`src/rtl/audio_companding_encoder_core_macros.svh`:
```
// ----------------------------------------------------------------------------
// Assertion macros for the audio companding encoder
// Concurrent checks sampled on clk_i, off while rst_ni is low.
// ----------------------------------------------------------------------------
`ifndef AUDIO_COMPANDING_ENCODER_CORE_MACROS_SVH
`define AUDIO_COMPANDING_ENCODER_CORE_MACROS_SVH

// Same-cycle implication.
`define ACE_ASSERT_NOW(label, ante, cons, msg) \
  label: assert property (@(posedge clk_i) disable iff (!rst_ni) (ante) |-> (cons)) \
    else $error(msg);

// Next-cycle implication.
`define ACE_ASSERT_NEXT(label, ante, cons, msg) \
  label: assert property (@(posedge clk_i) disable iff (!rst_ni) (ante) |=> (cons)) \
    else $error(msg);

`endif

```
`src/rtl/ace_pkg.sv`:
```
// ----------------------------------------------------------------------------
// ace_pkg
// Types, constants and helpers of the audio companding encoder.
// ----------------------------------------------------------------------------
package ace_pkg;

  typedef enum logic [1:0] {
    MODE_CURVE4 = 2'd0,
    MODE_CURVE8 = 2'd1,
    MODE_ALAW   = 2'd2,
    MODE_MULAW  = 2'd3
  } curve_mode_e;

  localparam logic [14:0] CURVE_KNEE    = 15'd24576;
  localparam logic [13:0] SEG_LEN4      = 14'd8192;
  localparam logic [13:0] SEG_LEN8      = 14'd4096;
  localparam logic [11:0] ALAW_LIMIT    = 12'hFFF;
  localparam logic [12:0] MULAW_LIMIT   = 13'h1FFF;
  localparam logic [16:0] MULAW_OFFSET  = 17'd33;
  localparam logic [7:0]  ALAW_XOR      = 8'h55;
  localparam logic [3:0]  LAW_MIN_POS   = 4'd4;

  // Stage B: magnitude and segment.
  typedef struct packed {
    curve_mode_e mode;
    logic        sgn;   // result negative
    logic [14:0] op;    // curve magnitude, or law value (13 bits)
    logic [3:0]  seg;   // curve segment, or law top-bit position
  } ace_seg_t;

  // Stage C: unsigned curve value or raw law code.
  typedef struct packed {
    curve_mode_e mode;
    logic        sgn;
    logic [14:0] val;
  } ace_val_t;

  // Start value of curve segment k (k >= 1); each segment adds half the last.
  function automatic logic [14:0] curve_base(input logic eight, input logic [2:0] k);
    logic [13:0] len;
    logic [14:0] base;
    len  = eight ? SEG_LEN8 : SEG_LEN4;
    base = CURVE_KNEE;
    for (int j = 1; j < 7; j++) begin
      if (3'(j) < k) begin
        base = base + 15'(len >> j);
      end
    end
    return base;
  endfunction

endpackage

```
`src/rtl/audio_companding_encoder_core.sv`:
```
// ----------------------------------------------------------------------------
// audio_companding_encoder_core
// Streams signed 16-bit samples through a four-stage companding pipeline.
// ----------------------------------------------------------------------------
//
// Channel  | Dir | Signals                                 | Payload
// ---------+-----+-----------------------------------------+------------------------
// s_axis   | in  | s_axis_tvalid/tready/tdata[15:0]        | sample (signed)
// m_axis   | out | m_axis_tvalid/tready/tdata[15:0]        | coded (signed)
// cfg      | in  | cfg_valid_i/cfg_ready_o/cfg_data_i[1:0] | curve_mode
//
// One sample per cycle sustained while m_axis_tready stays high. Four
// register stages (A, B, C, D): each sample passes through them in that
// order, and its result shows on m_axis from stage D.
// Every stage has its own valid bit and takes new data when empty or when
// the stage after it moves, so bubbles close up while the output stalls.
// s_axis_tready drops only when all four stages hold data.
// Reset clears the valid bits and sets curve_mode to the eight-segment curve.
// cfg is always ready; write it only with the pipeline empty.
//
`include "audio_companding_encoder_core_macros.svh"

module audio_companding_encoder_core (
  input  logic        clk_i,
  input  logic        rst_ni,
  // input samples
  input  logic        s_axis_tvalid,
  output logic        s_axis_tready,
  input  logic [15:0] s_axis_tdata,   // [15:0] sample
  // results
  output logic        m_axis_tvalid,
  input  logic        m_axis_tready,
  output logic [15:0] m_axis_tdata,   // [15:0] coded
  // configuration
  input  logic        cfg_valid_i,
  output logic        cfg_ready_o,
  input  logic [1:0]  cfg_data_i
);
  import ace_pkg::*;

  curve_mode_e mode_q;

  logic        valid_a_q, valid_b_q, valid_c_q, valid_d_q;
  logic        ready_a, ready_b, ready_c, ready_d;

  logic [15:0] sample_a_q;
  curve_mode_e mode_a_q;
  ace_seg_t    seg_d, seg_q;
  ace_val_t    val_d, val_q;
  logic [15:0] coded_d, coded_q;

  // Config register
  assign cfg_ready_o = 1'b1;

  always_ff @(posedge clk_i or negedge rst_ni) begin
    if (!rst_ni) begin
      mode_q <= MODE_CURVE8;
    end else if (cfg_valid_i) begin
      mode_q <= curve_mode_e'(cfg_data_i);
    end
  end

  // Per-stage ready: a stage loads when empty or when its contents move on.
  assign ready_d       = !valid_d_q || m_axis_tready;
  assign ready_c       = !valid_c_q || ready_d;
  assign ready_b       = !valid_b_q || ready_c;
  assign ready_a       = !valid_a_q || ready_b;
  assign s_axis_tready = ready_a;

  always_ff @(posedge clk_i or negedge rst_ni) begin
    if (!rst_ni) begin
      valid_a_q <= 1'b0;
      valid_b_q <= 1'b0;
      valid_c_q <= 1'b0;
      valid_d_q <= 1'b0;
    end else begin
      if (ready_a) valid_a_q <= s_axis_tvalid;
      if (ready_b) valid_b_q <= valid_a_q;
      if (ready_c) valid_c_q <= valid_b_q;
      if (ready_d) valid_d_q <= valid_c_q;
    end
  end

  // Stage A: capture sample and mode
  always_ff @(posedge clk_i) begin
    if (ready_a) begin
      sample_a_q <= s_axis_tdata;
      mode_a_q   <= mode_q;
    end
  end

  // Stage B: magnitude, law saturation, segment / top-bit search
  logic        neg_b;
  logic [15:0] mag_b;    // 0..32768
  logic [15:0] even_b;   // magnitude with bit 0 cleared (law modes)
  logic [14:0] curve_b;
  logic [11:0] alaw_n_b;
  logic [16:0] mulaw_sum_b;
  logic [12:0] mulaw_n_b;
  logic [12:0] law_n_b;
  logic [3:0]  law_pos_b;

  always_comb begin
    neg_b       = sample_a_q[15];
    mag_b       = neg_b ? 16'(~sample_a_q + 16'd1) : sample_a_q;
    even_b      = {mag_b[15:1], 1'b0};
    // only 32768 has bit 15 set: clamp to the curve's top input
    curve_b     = mag_b[15] ? 15'h7FFF : mag_b[14:0];
    alaw_n_b    = (|even_b[15:12]) ? ALAW_LIMIT : even_b[11:0];
    mulaw_sum_b = {1'b0, even_b} + MULAW_OFFSET;
    mulaw_n_b   = (|mulaw_sum_b[16:13]) ? MULAW_LIMIT : mulaw_sum_b[12:0];
    law_n_b     = (mode_a_q == MODE_ALAW) ? {1'b0, alaw_n_b} : mulaw_n_b;

    // top set bit among 5..12, else the floor position
    law_pos_b = LAW_MIN_POS;
    for (int i = 5; i < 13; i++) begin
      if (law_n_b[i]) law_pos_b = 4'(i);
    end

    seg_d.mode = mode_a_q;
    unique case (mode_a_q)
      MODE_CURVE4: begin
        seg_d.sgn = neg_b;
        seg_d.op  = curve_b;
        seg_d.seg = {2'b00, curve_b[14:13]};
      end
      MODE_CURVE8: begin
        seg_d.sgn = neg_b;
        seg_d.op  = curve_b;
        seg_d.seg = {1'b0, curve_b[14:12]};
      end
      default: begin
        // law sign counts only on a nonzero magnitude
        seg_d.sgn = neg_b && (|even_b);
        seg_d.op  = {2'b00, law_n_b};
        seg_d.seg = law_pos_b;
      end
    endcase
  end

  always_ff @(posedge clk_i) begin
    if (ready_b) seg_q <= seg_d;
  end

  // Stage C: curve value or law code
  logic [2:0]  k_c;
  logic [12:0] rem_c;
  logic [16:0] prod_c;
  logic [3:0]  shift_c;
  logic [3:0]  low_c;
  logic [7:0]  code_c;

  always_comb begin
    k_c     = seg_q.seg[2:0];
    rem_c   = (seg_q.mode == MODE_CURVE4) ? seg_q.op[12:0] : {1'b0, seg_q.op[11:0]};
    // first segment slope: 3 (four segments) or 6 (eight segments)
    prod_c  = (seg_q.mode == MODE_CURVE4) ? ({2'b00, seg_q.op} * 17'd3)
                                          : ({2'b00, seg_q.op} * 17'd6);
    shift_c = 4'd0;
    low_c   = 4'd0;
    code_c  = 8'd0;
    val_d.mode = seg_q.mode;
    val_d.sgn  = seg_q.sgn;

    unique case (seg_q.mode) inside
      MODE_CURVE4, MODE_CURVE8: begin
        if (k_c == 3'd0) begin
          val_d.val = prod_c[14:0];
        end else begin
          val_d.val = curve_base(seg_q.mode == MODE_CURVE8, k_c) + 15'(rem_c >> k_c);
        end
      end
      MODE_ALAW: begin
        shift_c   = (seg_q.seg == LAW_MIN_POS) ? 4'd1 : (seg_q.seg - LAW_MIN_POS);
        low_c     = 4'(seg_q.op[12:0] >> shift_c);
        code_c    = {seg_q.sgn, 3'(seg_q.seg - LAW_MIN_POS), low_c} ^ ALAW_XOR;
        val_d.val = {7'd0, code_c};
      end
      default: begin
        // mu-law: the bias keeps the top bit at 5 or above
        shift_c   = seg_q.seg - LAW_MIN_POS;
        low_c     = 4'(seg_q.op[12:0] >> shift_c);
        code_c    = ~{seg_q.sgn, 3'(seg_q.seg - 4'd5), low_c};
        val_d.val = {7'd0, code_c};
      end
    endcase
  end

  always_ff @(posedge clk_i) begin
    if (ready_c) val_q <= val_d;
  end

  // Stage D: sign and output register
  always_comb begin
    unique case (val_q.mode) inside
      MODE_CURVE4, MODE_CURVE8: begin
        coded_d = val_q.sgn ? 16'(-{1'b0, val_q.val}) : {1'b0, val_q.val};
      end
      default: begin
        coded_d = {{8{val_q.val[7]}}, val_q.val[7:0]};
      end
    endcase
  end

  always_ff @(posedge clk_i) begin
    if (ready_d) coded_q <= coded_d;
  end

  assign m_axis_tvalid = valid_d_q;
  assign m_axis_tdata  = coded_q;

  // Assertions
  `ACE_ASSERT_NOW(a_full_when_blocked, !s_axis_tready,
                  valid_a_q && valid_b_q && valid_c_q && valid_d_q,
                  "input blocked with a free stage")
  `ACE_ASSERT_NEXT(a_bubble_closes, valid_c_q && !valid_d_q, valid_d_q,
                   "stage C did not advance into empty output")
  `ACE_ASSERT_NOW(a_law_sign_ext,
                  m_axis_tvalid && (mode_q == MODE_ALAW || mode_q == MODE_MULAW),
                  m_axis_tdata[15:8] == {8{m_axis_tdata[7]}},
                  "law code not sign-extended")

endmodule
```
`config.mk`:
```
export PLATFORM = sky130hd
export DESIGN_NAME = audio_companding_encoder_core
export DESIGN_NICKNAME = d
export VERILOG_FILES = /design/src/rtl/ace_pkg.sv /design/src/rtl/audio_companding_encoder_core.sv
export VERILOG_INCLUDE_DIRS = /design/src /design/src/rtl
export SDC_FILE = /design/constraint.sdc
export NUM_CORES = 1
export LEC_CHECK = 0
export BUFFER_PORTS_ARGS = -buffer_cell sky130_fd_sc_hd__buf_2
export CAP_MARGIN = 25
export CORE_MARGIN = 2
export CORE_UTILIZATION = 62
export CTS_CLUSTER_DIAMETER = 100
export DETAILED_ROUTE_END_ITERATION = 8
export PLACE_DENSITY = 0.81
export SLEW_MARGIN = 30
export SYNTH_ARGS = -nofsm -noshare
export SYNTH_HDL_FRONTEND = slang
export SYNTH_SLANG_ARGS = --single-unit
```
`constraint.sdc`:
```
create_clock -name clk_i -period 4.3 [get_ports clk_i]
set_input_delay 1.29 -clock clk_i [delete_from_list [all_inputs] [get_ports clk_i]]
set_output_delay 1.29 -clock clk_i [all_outputs]
set_load 0.01 [all_outputs]
```
==> reports/summary.txt <==
Status: finished clean
Core Area: 10230 sq um
Layout cell share with drive strength beyond 1: 0.1469
R2r endpoint: seg_q[3]
Cts hold-fix bufs: 0
Logic gate share of total power: 0.507
Die ar.: 11300 sq um
Sink Count: 79
I/O pins: 42
Nets: 790
Buf+Inv Stages, Crit Path: 0
Final worst path period share: 0.9442
Die width: 106.3 um
Most used routing layer: met2
Synth async-reset ratio: 0.07595
Top cells by area, synth: edfxtp_1, ha_1, a21oi_1
Iter 0 DRT Violations: 463
Synthesized area per cell: 9.124 sq um
Hold Path Sink: mode_a_q[1]
CP required: 4.42 ns
Setup TNS: 0 ns
Yosys Warn Count: 0
Stages on worst setup path: 10
Hold Vio Cnt, Final: 0
Pin count of the biggest net entering global routing: 31
Total power density per cell area: 561.4 nW/um^2
Slew HR: 0.3887
GRT overflow: 0
Met1 usage: 0.3562
Synth area leader: edfxtp_1
Post-synth EDFFs: 73
Hold Crit Start: mode_q[1]
Multiplexer area fraction after synthesis: 0.07290
R2R Setup Slk: 0.24 ns
Starting Density: 0.6341
CP Launch Type: flop
Slowest cell on crit path: or4b_4
Post-CTS resize count: 0
FMAX: 0.2463 GHz
Main combinational cell family by area after synthesis: compound AO/OA/AOI/OAI gates
IO Port Bufs: 40
DR vias: 5711
GPL Wtd Cong: 0.9725
Xor/xnor share of the synthesized area: 0.06326
Vias in the first global route: 5486
Post-Syn Instances: 711
Pins over their slew limit: 0
Netlist cell types: 79
Setup repair bufs after CTS: 0
Area delta synth->final: 7.811%
Antenna cells: 0
RSZ-0062 raised after global routing: false
Critical path, cell by cell: or3_1, o21ai_0, xnor2_1, ha_1, or4b_4, nor4b_4, or2_1, a22oi_2, or3b_1, o21a_1
Slew @ Worst Pin: 0.9170 ns
Sw Ratio: 0.4333
Compound-gate portion of the synthesized area: 0.2039
Fin Clk Skew: 0.01375 ns
Hold Path Stages: 0
Yosys reg bits: 79
Netlist Area Pre-Place: 6487 sq um
Die height: 106.3 um
Aggregate routed wire length: 16.17 mm
P_int: 2.225 mW
Post-Syn Nets: 764
Final ANT Viol Nets: 0
CP endpoint kind: flop
Worst reg-to-reg path cell count: 10
Final setup fails: 0
Sequential fraction of the synthesis area: 0.3612
Total CTS buffers: 9
Sequential fraction of design power: 0.346
Fin util: 0.6836
Clock Pin Slew Worst Setup and Hold Paths: 0.09 ns
Synth Area in Adders: 0.06017
Min Hold Slack: 0.4865 ns
Worst Path Max Fanout: 8
Slowest stage delay, CP: 0.52 ns
Most frequent cells in the layout: nand2_1, edfxtp_1, nor2_1
Dpl ws: 0.3006 ns
CTS max path bufs: 2
Post-synth top area share: 0.3379
Leak pwr: 2.706 nW
Drt drc: 0
Top FF cell, synth: edfxtp_1
Row count: 37
Worst VDD drop: 0.2412 mV
CTS tree: yes
R2R Path Start: sample_a_q[3]
WL/cell: 18.42 um
Hold crit path type: flop to flop
Max cap viols: 0
Grt met2 use: 0.5174
Pre-antenna DRT Iters: 5
Fin crit period: 4.060 ns
First-pass GRT wire length: 26.52 mm
Post-synthesis simple-gate area fraction: 0.1958
PnR worst setup slack: 0.2397 ns
Root buf cell: clkbuf_8
Crit path kind: flop to flop
Clock latency on the worst-skew pair: 0.36 ns
DP HPWL: 12.12 mm
Gr usage total: 0.2941
Net Sw Power: 1.701 mW
Clock power share: 0.146
Met3 usage: 0.04476
Family with the most delay on the worst path: simple AND/OR/NAND/NOR gates
Crit path arrival time: 4.18 ns
Power Total: 3.927 mW
CTS H-tree lvls: 3
Initial antenna violation count: 0
Vias/cell: 6.505
==> cell usage after synthesis, drive strengths merged (7+ instances only) <==
master and number:
mux2 8, ha 28, a211oi 19, nand3 15, clkbuf 35, o21ai 50
nor2 58, edfxtp 73, mux2i 27, nand2 73, xor2 16, o31ai 9
xnor2 30, inv 23, a31oi 9, nor3 16, a21oi 56, nor2b 18
nand2b 12, or2 9, or3 7, a22oi 10
==> power by group through the flow <==
stage | sequential, mW | combinational, mW | clock (mW)
finish | 1.36 | 1.99 | 0.575
CTS | 1.35 | 1.96 | 0.587
global route | 1.39 | 2.20 | 0.615
global placement | 1.36 | 1.88 | 0
floorplan | 1.28 | 1.51 | 0
detailed placement | 1.37 | 1.95 | 0
==> routing by layer <==
| metal | part of all wire | vias up |
|---|---|---|
| li1 | - | 2695 |
| met1 | 0.39 | 2714 |
| met2 | 0.51 | 245 |
| met3 | 0.063 | 57 |
| met4 | 0.037 | 0 |
| met5 | 0 | - |
==> stage by stage <==
stage                     cell area, sq um  std cells
after global placement                6790        862
after detailed placement              6790        862
after global routing                  6994        878
after CTS                             6994        878
final                                 6994        878
after floorplan                       6487        711
==> cell type report <==
type | count | area (sq um)
fillers | 817 | 3237
inverters | 23 | 86.33
clock inverters | 7 | 80.08
clock buffers | 9 | 123.9
multi-input cells | 568 | 3870
well taps | 136 | 170.2
flip-flops and latches | 79 | 2344
repair buffers | 56 | 320.3
==> registers in the layout, summed over array words and instances (netlist names), 2 cells and up <==
name / cells
mode_q: 2
mode_a_q: 2
seg_q: 19
sample_a_q: 16
val_q: 17
k_c: 3
m_axis_tdata: 16
==> cell families (layout without fill, tap and decap cells) <==
group	Yosys count	in the layout
AOI/OAI and AO/OA	203	203
adders and majority gates	30	30
muxes	40	40
and+or+nand+nor	248	248
buffers and inverters	64	95
xor gates and xnor gates	46	46
other	1	1
DFF	79	79
==> worst max path at each step <==
stage,end,from,slack [ns]
after global placement,seg_q[3],sample_a_q[0],0.40
after detailed placement,seg_q[3],sample_a_q[3],0.30
after floorplan,seg_q[3],sample_a_q[1],0.58
after CTS,seg_q[3],sample_a_q[3],0.29
after global routing,seg_q[3],sample_a_q[3],0.02
final,seg_q[3],sample_a_q[3],0.24
No activity file was read; power rests on OpenSTA's default activity.
